--- config.mk ---
export PLATFORM = sky130hd
export DESIGN_NAME = two_client_burst_scheduler
export DESIGN_NICKNAME = d
export VERILOG_FILES = /design/src/sv/tcbs_pkg.sv /design/src/sv/tcbs_tick.sv /design/src/sv/two_client_burst_scheduler.sv
export SDC_FILE = /design/constraint.sdc
export NUM_CORES = 1
export LEC_CHECK = 0
export ABC_AREA = 1
export CAP_MARGIN = 25
export CORE_AREA = 2 2 200 163
export DETAILED_ROUTE_END_ITERATION = 8
export DIE_AREA = 0 0 202 165
export DONT_BUFFER_PORTS = 1
export PLACE_DENSITY = 0.54
export SLEW_MARGIN = 10
export SYNTH_ARGS = -nofsm -noshare
export SYNTH_HDL_FRONTEND = slang
export SYNTH_SLANG_ARGS = --single-unit
--- constraint.sdc ---
create_clock -name clk -period 13.4 [get_ports clk]
set_input_delay 0.67 -clock clk [delete_from_list [all_inputs] [get_ports clk]]
set_output_delay 0.67 -clock clk [all_outputs]
set_load 0.01 [all_outputs]
--- src/sv/tcbs_pkg.sv ---
// Shared types and codes for the two client burst scheduler.
`default_nettype none

package tcbs_pkg;

    localparam int CFG_WIDTH = 16;
    localparam int CFG_INDEX_WIDTH = 3;

    localparam logic [1:0] PH_READY = 2'd0;
    localparam logic [1:0] PH_RUN   = 2'd1;
    localparam logic [1:0] PH_WAIT  = 2'd2;
    localparam logic [1:0] PH_DONE  = 2'd3;

    localparam logic [1:0] POL_FCFS  = 2'd0;
    localparam logic [1:0] POL_SJF   = 2'd1;
    localparam logic [1:0] POL_PSJF  = 2'd2;
    localparam logic [1:0] POL_RR    = 2'd3;

    localparam logic [CFG_INDEX_WIDTH-1:0] REG_POLICY     = 3'd0;
    localparam logic [CFG_INDEX_WIDTH-1:0] REG_QUANTUM    = 3'd1;
    localparam logic [CFG_INDEX_WIDTH-1:0] REG_C1_FIRST   = 3'd2;
    localparam logic [CFG_INDEX_WIDTH-1:0] REG_C1_IO      = 3'd3;
    localparam logic [CFG_INDEX_WIDTH-1:0] REG_C1_SECOND  = 3'd4;
    localparam logic [CFG_INDEX_WIDTH-1:0] REG_C2_FIRST   = 3'd5;
    localparam logic [CFG_INDEX_WIDTH-1:0] REG_C2_IO      = 3'd6;
    localparam logic [CFG_INDEX_WIDTH-1:0] REG_C2_SECOND  = 3'd7;

    typedef struct packed {
        logic [1:0]           policy;
        logic [CFG_WIDTH-1:0] quantum;
        logic [CFG_WIDTH-1:0] c1_first_burst;
        logic [CFG_WIDTH-1:0] c1_io_wait;
        logic [CFG_WIDTH-1:0] c1_second_burst;
        logic [CFG_WIDTH-1:0] c2_first_burst;
        logic [CFG_WIDTH-1:0] c2_io_wait;
        logic [CFG_WIDTH-1:0] c2_second_burst;
    } cfg_t;

    typedef struct packed {
        logic [1:0] c1_status;
        logic [1:0] c2_status;
        logic       all_done;
    } status_t;

endpackage

`default_nettype wire

--- src/sv/tcbs_tick.sv ---
// Next-state logic for one scheduler tick: restart, completion, expiry, IO return, dispatch.
`default_nettype none

module tcbs_tick #(
    parameter int COUNT_WIDTH = 16
) (
    input  tcbs_pkg::cfg_t          cfg,
    input  logic                    restart,
    input  logic [1:0]              c1_phase,
    input  logic [1:0]              c2_phase,
    input  logic [COUNT_WIDTH-1:0]  c1_cpu_left,
    input  logic [COUNT_WIDTH-1:0]  c2_cpu_left,
    input  logic [COUNT_WIDTH-1:0]  c1_io_left,
    input  logic [COUNT_WIDTH-1:0]  c2_io_left,
    input  logic [COUNT_WIDTH-1:0]  slice_left,
    output logic [1:0]              c1_phase_next,
    output logic [1:0]              c2_phase_next,
    output logic [COUNT_WIDTH-1:0]  c1_cpu_left_next,
    output logic [COUNT_WIDTH-1:0]  c2_cpu_left_next,
    output logic [COUNT_WIDTH-1:0]  c1_io_left_next,
    output logic [COUNT_WIDTH-1:0]  c2_io_left_next,
    output logic [COUNT_WIDTH-1:0]  slice_left_next,
    output tcbs_pkg::status_t       status
);

    import tcbs_pkg::*;

    function automatic logic [COUNT_WIDTH-1:0] dec_sat(input logic [COUNT_WIDTH-1:0] v);
        dec_sat = (v == '0) ? v : v - 1'b1;
    endfunction

    always_comb
    begin
        logic [1:0]             p1;
        logic [1:0]             p2;
        logic [COUNT_WIDTH-1:0] cpu1;
        logic [COUNT_WIDTH-1:0] cpu2;
        logic [COUNT_WIDTH-1:0] io1;
        logic [COUNT_WIDTH-1:0] io2;
        logic [COUNT_WIDTH-1:0] slice;
        logic [COUNT_WIDTH-1:0] quantum;
        logic                   sjf;

        quantum = COUNT_WIDTH'(cfg.quantum);
        sjf     = (cfg.policy == POL_SJF) || (cfg.policy == POL_PSJF);

        p1    = c1_phase;
        p2    = c2_phase;
        cpu1  = c1_cpu_left;
        cpu2  = c2_cpu_left;
        io1   = c1_io_left;
        io2   = c2_io_left;
        slice = slice_left;

        if (restart)
        begin
            p1    = PH_READY;
            p2    = PH_READY;
            cpu1  = COUNT_WIDTH'(cfg.c1_first_burst);
            io1   = COUNT_WIDTH'(cfg.c1_io_wait);
            cpu2  = COUNT_WIDTH'(cfg.c2_first_burst);
            io2   = COUNT_WIDTH'(cfg.c2_io_wait);
            slice = '0;
        end

        // burst completion, client 1 first
        if (p1 == PH_RUN && cpu1 == '0)
            p1 = (io1 == '0) ? PH_DONE : PH_WAIT;
        else if (p2 == PH_RUN && cpu2 == '0)
            p2 = (io2 == '0) ? PH_DONE : PH_WAIT;

        // slice expiry
        if (cfg.policy == POL_RR)
        begin
            if (p1 == PH_RUN && slice == '0)
            begin
                p1 = PH_READY;
                if (p2 == PH_READY)
                begin
                    p2    = PH_RUN;
                    slice = quantum;
                end
            end
            if (p2 == PH_RUN && slice == '0)
            begin
                p2 = PH_READY;
                if (p1 == PH_READY)
                begin
                    p1    = PH_RUN;
                    slice = quantum;
                end
            end
        end

        // IO return
        if (p1 == PH_WAIT && io1 == '0)
        begin
            p1   = PH_READY;
            cpu1 = COUNT_WIDTH'(cfg.c1_second_burst);
        end
        if (p2 == PH_WAIT && io2 == '0)
        begin
            p2   = PH_READY;
            cpu2 = COUNT_WIDTH'(cfg.c2_second_burst);
        end

        // dispatch
        if (p1 == PH_READY && p2 == PH_READY)
        begin
            if (sjf && cpu1 > cpu2)
                p2 = PH_RUN;
            else
                p1 = PH_RUN;
            slice = quantum;
        end
        else if (p1 == PH_READY && p2 != PH_RUN)
        begin
            p1    = PH_RUN;
            slice = quantum;
        end
        else if (p2 == PH_READY && p1 != PH_RUN)
        begin
            p2    = PH_RUN;
            slice = quantum;
        end
        else if (cfg.policy == POL_PSJF && p1 == PH_READY && cpu1 < cpu2)
        begin
            p2    = PH_READY;
            p1    = PH_RUN;
            slice = quantum;
        end
        else if (cfg.policy == POL_PSJF && p2 == PH_READY && cpu2 < cpu1)
        begin
            p1    = PH_READY;
            p2    = PH_RUN;
            slice = quantum;
        end

        status.c1_status = p1;
        status.c2_status = p2;
        status.all_done  = (p1 == PH_DONE) && (p2 == PH_DONE);

        c1_phase_next    = p1;
        c2_phase_next    = p2;
        slice_left_next  = dec_sat(slice);
        c1_cpu_left_next = (p1 == PH_RUN)  ? dec_sat(cpu1) : cpu1;
        c1_io_left_next  = (p1 == PH_WAIT) ? dec_sat(io1)  : io1;
        c2_cpu_left_next = (p2 == PH_RUN)  ? dec_sat(cpu2) : cpu2;
        c2_io_left_next  = (p2 == PH_WAIT) ? dec_sat(io2)  : io2;
    end

endmodule

`default_nettype wire

--- src/sv/two_client_burst_scheduler.sv ---
// Top level: config registers, scheduler state registers and the result register.
// Latency: a result is valid the cycle after its input transfer.
// Throughput: one tick per cycle while in_ready holds; the state registers close the loop in one pass.
// A new input is taken whenever the result register is empty or being read.
// Reset: config returns to policy FCFS and all lengths 1, both clients ready
// with counters at 1, slice counter at 0, result register empty.
`default_nettype none

module two_client_burst_scheduler #(
    parameter int COUNT_WIDTH = 16
) (
    input  logic                                   clk,
    input  logic                                   rst_n,
    input  logic                                   cfg_write,
    input  logic [tcbs_pkg::CFG_INDEX_WIDTH-1:0]   cfg_index,
    input  logic [tcbs_pkg::CFG_WIDTH-1:0]         cfg_data,
    input  logic                                   in_valid,
    output logic                                   in_ready,
    input  logic                                   restart,
    output logic                                   out_valid,
    input  logic                                   out_ready,
    output logic [1:0]                             c1_status,
    output logic [1:0]                             c2_status,
    output logic                                   all_done
);

    import tcbs_pkg::*;

    cfg_t                   cfg_reg;
    logic [1:0]             c1_phase_reg;
    logic [1:0]             c2_phase_reg;
    logic [COUNT_WIDTH-1:0] c1_cpu_left_reg;
    logic [COUNT_WIDTH-1:0] c2_cpu_left_reg;
    logic [COUNT_WIDTH-1:0] c1_io_left_reg;
    logic [COUNT_WIDTH-1:0] c2_io_left_reg;
    logic [COUNT_WIDTH-1:0] slice_left_reg;
    logic [1:0]             c1_phase_next;
    logic [1:0]             c2_phase_next;
    logic [COUNT_WIDTH-1:0] c1_cpu_left_next;
    logic [COUNT_WIDTH-1:0] c2_cpu_left_next;
    logic [COUNT_WIDTH-1:0] c1_io_left_next;
    logic [COUNT_WIDTH-1:0] c2_io_left_next;
    logic [COUNT_WIDTH-1:0] slice_left_next;
    status_t                status_next;
    status_t                status_reg;
    logic                   out_valid_reg;
    logic                   in_xfer;

    assign in_ready = !out_valid_reg || out_ready;
    assign in_xfer  = in_valid && in_ready;

    always_ff @(posedge clk or negedge rst_n)
    begin
        if (!rst_n)
        begin
            cfg_reg.policy          <= POL_FCFS;
            cfg_reg.quantum         <= CFG_WIDTH'(1);
            cfg_reg.c1_first_burst  <= CFG_WIDTH'(1);
            cfg_reg.c1_io_wait      <= CFG_WIDTH'(1);
            cfg_reg.c1_second_burst <= CFG_WIDTH'(1);
            cfg_reg.c2_first_burst  <= CFG_WIDTH'(1);
            cfg_reg.c2_io_wait      <= CFG_WIDTH'(1);
            cfg_reg.c2_second_burst <= CFG_WIDTH'(1);
        end
        else if (cfg_write)
        begin
            unique case (cfg_index)
                REG_POLICY:    cfg_reg.policy          <= cfg_data[1:0];
                REG_QUANTUM:   cfg_reg.quantum         <= cfg_data;
                REG_C1_FIRST:  cfg_reg.c1_first_burst  <= cfg_data;
                REG_C1_IO:     cfg_reg.c1_io_wait      <= cfg_data;
                REG_C1_SECOND: cfg_reg.c1_second_burst <= cfg_data;
                REG_C2_FIRST:  cfg_reg.c2_first_burst  <= cfg_data;
                REG_C2_IO:     cfg_reg.c2_io_wait      <= cfg_data;
                REG_C2_SECOND: cfg_reg.c2_second_burst <= cfg_data;
                default:       cfg_reg                 <= cfg_reg;
            endcase
        end
    end

    tcbs_tick #(
        .COUNT_WIDTH (COUNT_WIDTH)
    ) u_tick (
        .cfg              (cfg_reg),
        .restart          (restart),
        .c1_phase         (c1_phase_reg),
        .c2_phase         (c2_phase_reg),
        .c1_cpu_left      (c1_cpu_left_reg),
        .c2_cpu_left      (c2_cpu_left_reg),
        .c1_io_left       (c1_io_left_reg),
        .c2_io_left       (c2_io_left_reg),
        .slice_left       (slice_left_reg),
        .c1_phase_next    (c1_phase_next),
        .c2_phase_next    (c2_phase_next),
        .c1_cpu_left_next (c1_cpu_left_next),
        .c2_cpu_left_next (c2_cpu_left_next),
        .c1_io_left_next  (c1_io_left_next),
        .c2_io_left_next  (c2_io_left_next),
        .slice_left_next  (slice_left_next),
        .status           (status_next)
    );

    always_ff @(posedge clk or negedge rst_n)
    begin
        if (!rst_n)
        begin
            c1_phase_reg    <= PH_READY;
            c2_phase_reg    <= PH_READY;
            c1_cpu_left_reg <= COUNT_WIDTH'(1);
            c2_cpu_left_reg <= COUNT_WIDTH'(1);
            c1_io_left_reg  <= COUNT_WIDTH'(1);
            c2_io_left_reg  <= COUNT_WIDTH'(1);
            slice_left_reg  <= '0;
        end
        else if (in_xfer)
        begin
            c1_phase_reg    <= c1_phase_next;
            c2_phase_reg    <= c2_phase_next;
            c1_cpu_left_reg <= c1_cpu_left_next;
            c2_cpu_left_reg <= c2_cpu_left_next;
            c1_io_left_reg  <= c1_io_left_next;
            c2_io_left_reg  <= c2_io_left_next;
            slice_left_reg  <= slice_left_next;
        end
    end

    always_ff @(posedge clk or negedge rst_n)
    begin
        if (!rst_n)
            out_valid_reg <= 1'b0;
        else if (in_xfer)
            out_valid_reg <= 1'b1;
        else if (out_ready)
            out_valid_reg <= 1'b0;
    end

    always_ff @(posedge clk)
    begin
        if (in_xfer)
            status_reg <= status_next;
    end

    assign out_valid = out_valid_reg;
    assign c1_status = status_reg.c1_status;
    assign c2_status = status_reg.c2_status;
    assign all_done  = status_reg.all_done;

endmodule

`default_nettype wire
==> metrics.md, run 1 <==
| Metric | Value |
|---|---|
| Status | finished clean |
| Vias in the first global route | 12001 |
| Post-cts resize count | 0 |
| Die area | 33300 um2 |
| I/O pin total | 32 |
| Final Hold Vio Count | 0 |
| CTS HTree Levels | 1 |
| Yosys cell types | 55 |
| LEAKAGE | 0.00718 uW |
| Area contributors post-synth | dfrtp_1 34%, nand2_1 17%, o21ai_0 6.7% |
| Post-CTS Hold Fix Bufs | 2 |
| Largest net degree at the start of global routing | 196 |
| Top_reg_cell synth | dfrtp_1 |
| Yosys warns | 0 |
| Worst relative slew slack | 26.6% |
| GRT overflow | 0 |
| Clk buf depth | 3 |
| Sw frac | 42.1% |
| Hold_ws | 0.116 ns |
| Die width | 202 um |
| CP arrival | 7.49 ns |
| Largest area contributor in the netlist | dfrtp_1 |
| Worst-Skew Late Latency | 0.55 ns |
| Highest clock rate | 143 MHz |
| Element type at the critical path end | flop |
| RSZ-0062 raised after global routing | no |
| Req. time, crit path | 13.88 ns |
| GRT Util Overall | 26.3% |
| DRT iter0 DRCs | 1032 |
| Switching pwr | 1110 uW |
| Post-DRT Antenna Nets | 0 |
| Die Span Y | 165 um |
| Min-Delay Path Class | primary input to async pin |
| P&R area growth vs syn | 7.70% |
| Syn Inst Count | 1994 |
| Placement row count | 58 |
| Root Buffer | clkbuf_16 |
| Pint | 1520 uW |
| Layout fillers | 3229 |
| CP Class | primary input to flop |
| Dpl hpwl | 29500 um |
| Synthesized area per cell | 6.84 um2 |
| Flops & latches, synth | 204 |
| Core Region | 31100 um2 |
| Critical path's largest stage delay | 0.67 ns |
| Register area share after synthesis | 37.7% |
| DP Area | 13800 um2 |
| Fraction of layout cells with a size suffix above 1 | 7.30% |
| Clk pwr share | 25.8% |
| Max Cap Violations | 0 |
| Most frequent cells in the layout | 621 x nand2_1, 224 x nor2_1, 197 x inv_1, 188 x dfrtp_1, 184 x o21ai_0 |
| Non-filler cells, final | 2394 |
| Clock-pin slew on the worst setup and hold paths | 0.06 ns |
| PwrDens | 179 nW/um2 |
| Reg power frac | 33.3% |
| First-pass GRT wire length | 68400 um |
| DR WL/cell | 17.9 um |
| Fin. max-slew vios | 0 |
| Largest register FFs | 114 |
| Crit start category | primary input |
| Placed cells | 2343 |
| Via density | 5.28 |
| TritonCTS Buffers | 25 |
| Post-Syn Area | 13600 um2 |
| Critical path's most frequent cell | nand2_1 |
| Worst-path fanout max | 78 |
| Clk_skew | 0.0106 ns |
| Ys async rst share | 97.5% |
| Antenna violations before repair | 3 |
| DRC | 0 |
| Slew @ Worst Pin | 1.10 ns |
| Final setup violation count | 0 |
| Comb pwr share | 40.9% |
| EDFF count, synth | 5 |
| Drt total wl | 42900 um |
| Post-CTS Setup Inserts | 0 |
| Maximum vdd drop | 0.107 mV |
| Clock sinks | 204 |
| Vias | 12644 |
| Final Util | 47.2% |
| Final period util | 52.3% |
| Initial Utilization | 43.8% |
| Slowest-stage cell, CP | o21ai_0 |
| Final instance area | 14700 um2 |
| Total iterations of the first detailed-routing run | 5 |
| Top cell type's share of synthesized area | 34.5% |
| Tmin final | 7.01 ns |
| Port bufs | 0 |
| Final GP Congestion | 0.910 |
| Post-route setup TNS | 0 ns |
| Most common cell after layout, fill and taps aside | nand2_1 |
| Nets | 2008 |
| CTS tree | built |
| Synth Net Count | 2047 |
## metal layers
layer | global-route usage [%] | share of wire [%]
met2 | 40.8 | 43
met4 | 6.52 | 2.4
met1 | 38.3 | 49
met3 | 3.99 | 5.5
met5 | 0 | 0
## through the flow
| step | setup slack (ns) | total power [uW] |
|---|---|---|
| after global placement | 5.90 | 1930 |
| after global routing | 5.63 | 2840 |
| after CTS | 6.44 | 2640 |
| final | 6.39 | 2630 |
| after detailed placement | 5.89 | 1940 |
| after floorplan | 7.86 | 1670 |
## synthesized netlist by cell type (all sizes together) (2+ instances only)
| master | instances |
|---|---|
| a21oi | 20 |
| a31oi | 61 |
| and2 | 2 |
| buf | 41 |
| clkbuf | 39 |
| dfrtp | 188 |
| dfstp | 11 |
| dlygate4sd1 | 2 |
| edfxtp | 5 |
| ha | 28 |
| inv | 211 |
| mux2i | 3 |
| nand2 | 642 |
| nand3 | 128 |
| nand3b | 4 |
| nand4 | 25 |
| nor2 | 239 |
| nor3 | 31 |
| nor3b | 2 |
| nor4 | 17 |
| o21a | 8 |
| o21ai | 205 |
| or2 | 20 |
| xnor2 | 9 |
| xor2 | 44 |
## power by group through the flow
stage               Combinational [uW]  Sequential [uW]  Clock (uW)
detailed placement                1050              886           0
CTS                               1070              878         695
global route                      1220              896         721
global placement                  1050              887           0
finish                            1080              878         679
floorplan                          816              854           0
## cell families (layout without fill, tap and decap cells)
family                   after synthesis  in the layout  synth area share (%)
AND/OR/NAND/NOR                     1110           1110                  34.9
adder cells (fa/ha/maj)               28             28                  2.57
flip-flops                           204            204                  37.7
XOR/XNOR                              53             53                  3.40
AO/OA/AOI/OAI                        301            301                  12.0
buffers and inverters                294            273                  9.12
other                                  0              1                     0
multiplexers                           4              4                 0.303
## worst paths after layout
check | from | endpoint | slack, ns | cells past startpoint
max in group asynchronous | rst_n | cfg_reg[80]$_DFFE_PN1P_ | 12.37 | 1
max reg2reg | cfg_reg[28]$_DFFE_PN0P_ | c2_io_left_reg[2]$_DFFE_PN0P_ | 6.68 | 27
min in group clk | cfg_data[0] | cfg_reg[0]$_DFFE_PN1P_ | 0.24 | 2
min | rst_n | cfg_reg[3]$_DFFE_PN0P_ | 0.12 | 1
max | restart | c2_io_left_reg[2]$_DFFE_PN0P_ | 6.39 | 32
min reg2reg | c1_io_left_reg[3]$_DFFE_PN0P_ | c1_io_left_reg[3]$_DFFE_PN0P_ | 0.48 | 2
## critical path: cells and delay by family
family / cells / cell delay (ns)
AOI/OAI and AO/OA: 6 / 1.71
buffers and inverters: 7 / 1.82
adders and majority gates: 2 / 0.65
and+or+nand+nor: 17 / 2.53
## final cells by class
cell class / count / area [um2] / share of cell area (%)
Sequential cell: 204 / 5140 / 35.0
Multi-Input combinational cell: 1496 / 7260 / 49.4
Clock buffer: 37 / 701 / 4.77
Antenna cell: 1 / 2.50 / 0.0170
Inverter: 212 / 801 / 5.45
Tap cell: 420 / 526 / 3.58
Timing Repair Buffer: 16 / 165 / 1.12
Clock inverter: 8 / 96.3 / 0.656
No activity file was read; power rests on OpenSTA's default activity.
==> run 2: changes to the inputs <==
--- a/config.mk
+++ b/config.mk
@@ -5,11 +5,11 @@
 export SDC_FILE = /design/constraint.sdc
 export NUM_CORES = 1
 export LEC_CHECK = 0
-export ABC_AREA = 1
+export ABC_AREA = 0
 export CAP_MARGIN = 25
-export CORE_AREA = 2 2 200 163
+export CORE_AREA = 2 2 193 157
 export DETAILED_ROUTE_END_ITERATION = 8
-export DIE_AREA = 0 0 202 165
+export DIE_AREA = 0 0 195 159
 export DONT_BUFFER_PORTS = 1
 export PLACE_DENSITY = 0.54
 export SLEW_MARGIN = 10
==> constraint.sdc (replaced) <==
create_clock -name clk -period 7.15 [get_ports clk]
set_input_delay 0.3575 -clock clk [delete_from_list [all_inputs] [get_ports clk]]
set_output_delay 0.3575 -clock clk [all_outputs]
set_load 0.01 [all_outputs]
==> run 2 against run 1 <==
Compared with the run above:
- die area shrank 7.0%
- combinational power grew 43%
- first-iteration DRC count grew 5.9%
- area after synthesis shrank 7.8%
- largest power group is now registers
==> metrics.md, run 2 <==
| Metric | Value |
|---|---|
| Register area share after synthesis | 40.9% (+3.2 points) |
| CTS HTree Levels | 1 (unchanged) |
| Ys async rst share | 97.5% (unchanged) |
| RSZ-0062 raised after global routing | no |
| Max Cap Violations | 0 (unchanged) |
| First-pass GRT wire length | 59800 um (-13%) |
| Area contributors post-synth | dfrtp_1 37%, mux2_2 11%, mux2i_1 3.4% |
| Fin. max-slew vios | 0 (unchanged) |
| Slowest-stage cell, CP | a2111o_1 |
| Worst-Skew Late Latency | 0.54 ns (about the same) |
| Final period util | 92.7% |
| Slew @ Worst Pin | 1.10 ns (+0.00122 ns) |
| Worst path cell trace | nor4_2 -> nand3_1 -> a2111o_1 -> a21boi_2 -> nor3_4 -> buf_4 -> a21oi_1 -> ha_1 -> o21a_1 -> a2111oi_0 -> o32ai_2 -> o211ai_1 -> inv_1 -> a2bb2oi_2 -> a22oi_1 -> ha_1 -> inv_1 -> a221oi_2 -> nand4b_1 -> buf_4 -> buf_4 -> mux2_1 -> o21ai_1 |
| Total iterations of the first detailed-routing run | 7 (+2) |
| Clock-pin slew on the worst setup and hold paths | 0.06 ns (about the same) |
| Largest area contributor in the netlist | dfrtp_1 |
| Most frequent cells in the layout | 188 x dfrtp_1, 124 x mux2_2, 112 x nand2_1, 91 x nor2_1, 66 x a21oi_1 |
| CP Class | flop to flop |
| Fraction of layout cells with a size suffix above 1 | 20.4% (+13 points) |
| Die area | 31000 um2 (-7.0%) |
| Status | finished clean |
| Largest register FFs | 114 (unchanged) |
| Final Hold Vio Count | 0 (unchanged) |
| Critical path's largest stage delay | 0.59 ns (-0.08 ns) |
| Hold_ws | 0.0670 ns (-0.0488 ns) |
| Via density | 6.05 (+14%) |
| Tmin final | 6.63 ns |
| Clk_skew | 0.0225 ns (+0.0119 ns) |
| Top cell type's share of synthesized area | 37.4% (+2.9 points) |
| Vias | 10332 (-18%) |
| DR WL/cell | 22.5 um (+25%) |
| GRT overflow | 0 (unchanged) |
| Highest clock rate | 151 MHz |
| DRT iter0 DRCs | 1093 (+5.9%) |
| Nets | 1363 (-32%) |
| Total Power | 4550 uW (+73%) |
| I/O pin total | 32 (unchanged) |
| Post-DRT Antenna Nets | 0 (unchanged) |
| Most common cell after layout, fill and taps aside | dfrtp_1 |
| TritonCTS Buffers | 24 (-4.0%) |
| Worst-path fanout max | 12 (-85%) |
| Element type at the critical path end | flop |
| Root Buffer | clkbuf_16 |
| Largest net degree at the start of global routing | 200 (+2.0%) |
| Antenna violations before repair | 7 (+4) |
| CTS tree | built |
| Post-route setup TNS | 0 ns (unchanged) |
| Worst relative slew slack | 26.5% (-0.081 points) |
| Maximum vdd drop | 0.206 mV (+92%) |
| Placement row count | 56 (-3.4%) |
| Yosys warns | 0 (unchanged) |
| Post-Syn Area | 12600 um2 (-7.8%) |
| Initial Utilization | 43.4% (-0.46 points) |
| LEAKAGE | 0.00587 uW (-18%) |
| Yosys cell types | 101 (+84%) |
| Synth Net Count | 1339 (-35%) |
| Top_reg_cell synth | dfrtp_1 |
| Port bufs | 0 (unchanged) |
| Dpl hpwl | 25900 um (-12%) |
| Min-Delay Path Class | primary input to flop |
| Final setup violation count | 0 (unchanged) |
| GRT Util Overall | 24.9% (-1.4 points) |
| Drt total wl | 38400 um (-11%) |
| Req. time, crit path | 7.60 ns (-6.28 ns) |
| Crit start category | flop |
| P&R area growth vs syn | 12.3% |
| Flops & latches, synth | 204 (unchanged) |
| EDFF count, synth | 5 (unchanged) |
| Die width | 195 um (-3.5%) |
| Vias in the first global route | 9752 (-19%) |
| Clk buf depth | 3 (unchanged) |
| Most frequent cell after synthesis | dfrtp_1 |
| DRC | 0 (unchanged) |
| CP arrival | 7.08 ns (-0.41 ns) |
| Die Span Y | 159 um (-3.6%) |
| Core Region | 29000 um2 (-6.8%) |
| Final GP Congestion | 0.960 (+5.5%) |
| Syn Inst Count | 1286 (-36%) |
| Critical path's most frequent cell | buf_4 |
| Commonest cells in the netlist | 188 x dfrtp_1, 124 x mux2_2, 113 x nand2_1 |
| Synthesized area per cell | 9.78 um2 (+43%) |
| PwrDens | 322 nW/um2 (+80%) |
| Clock sinks | 204 (unchanged) |
## run 2: per-layer routing
layer / vias to the layer above / track usage, % / part of all wire (%)
li1: 4823 / - / -
met1: 5083 / 36.8 / 47
met3: 73 / 5.93 / 8.0
met2: 347 / 36.1 / 42
met5: - / 0 / 0.11
met4: 6 / 7.04 / 2.7
## run 2: path summary, 6_finish.rpt
path	start	to	slack (ns)	cells past startpoint
worst min register to register	c1_cpu_left_reg[0]$_DFFE_PN1P_	c1_cpu_left_reg[0]$_DFFE_PN1P_	0.47	2
worst max register to register	c1_cpu_left_reg[5]$_DFFE_PN0P_	slice_left_reg[1]$_DFFE_PN0P_	0.52	23
min in group asynchronous	rst_n	c2_io_left_reg[7]$_DFFE_PN0P_	0.56	2
max in group asynchronous	rst_n	c2_cpu_left_reg[14]$_DFFE_PN0P_	5.73	2
worst min-delay path	cfg_index[1]	cfg_reg[112]$_DFFE_PN0P_	0.07	3
worst max-delay path	c1_cpu_left_reg[5]$_DFFE_PN0P_	slice_left_reg[1]$_DFFE_PN0P_	0.52	23
## run 2: where the power goes
part / internal, uW / switching (uW)
Combinational: 675 / 863
Sequential: 1480 / 309
Clock: 722 / 502
Total: 2870 / 1670
## run 2: kinds of logic after synthesis
logic type      synth area share (%)
compound gates                  16.4
flops                           40.9
fa+ha+maj                       2.78
buf+inv                         3.59
xor+xnor                        2.37
mux                             15.0
simple gates                    18.9
## run 2: final cells by class
class | instances | area, um2
fill | 2737 | 14900
multi-input combinational | 982 | 7040
sequential | 204 | 5140
clock buffer | 39 | 718
timing repair buffer | 63 | 558
tap | 377 | 472
inverter | 35 | 131
clock inverter | 5 | 56.3
antenna | 4 | 10.0
## run 2: through the flow
step	cells	util (%)	instance area, um2	setup WS, ns
after floorplan	1286	-	12600	0.224
after global placement	1633	44.9	13000	0.441
after detailed placement	1636	45.0	13100	0.241
after CTS	1699	48.4	14000	0.203
after global routing	1706	48.7	14100	0.135
final	1709	48.7	14100	0.519
## run 2: worst max-delay path: cells and delay by family, from the launching register on
family / cells / cell delay, ns
AOI/OAI and AO/OA: 11 / 3.57
muxes: 1 / 0.32
adders and majority gates: 2 / 0.52
buffers and inverters: 5 / 0.70
DFF: 1 / 0.42
and+or+nand+nor: 4 / 1.01
## run 2: timing repair
item	in CTS	in global routing
hold endpoints to repair	314	0
resized for setup	0	3
hold buffers	19	0
setup buffers	0	4
setup endpoints to repair	0	20
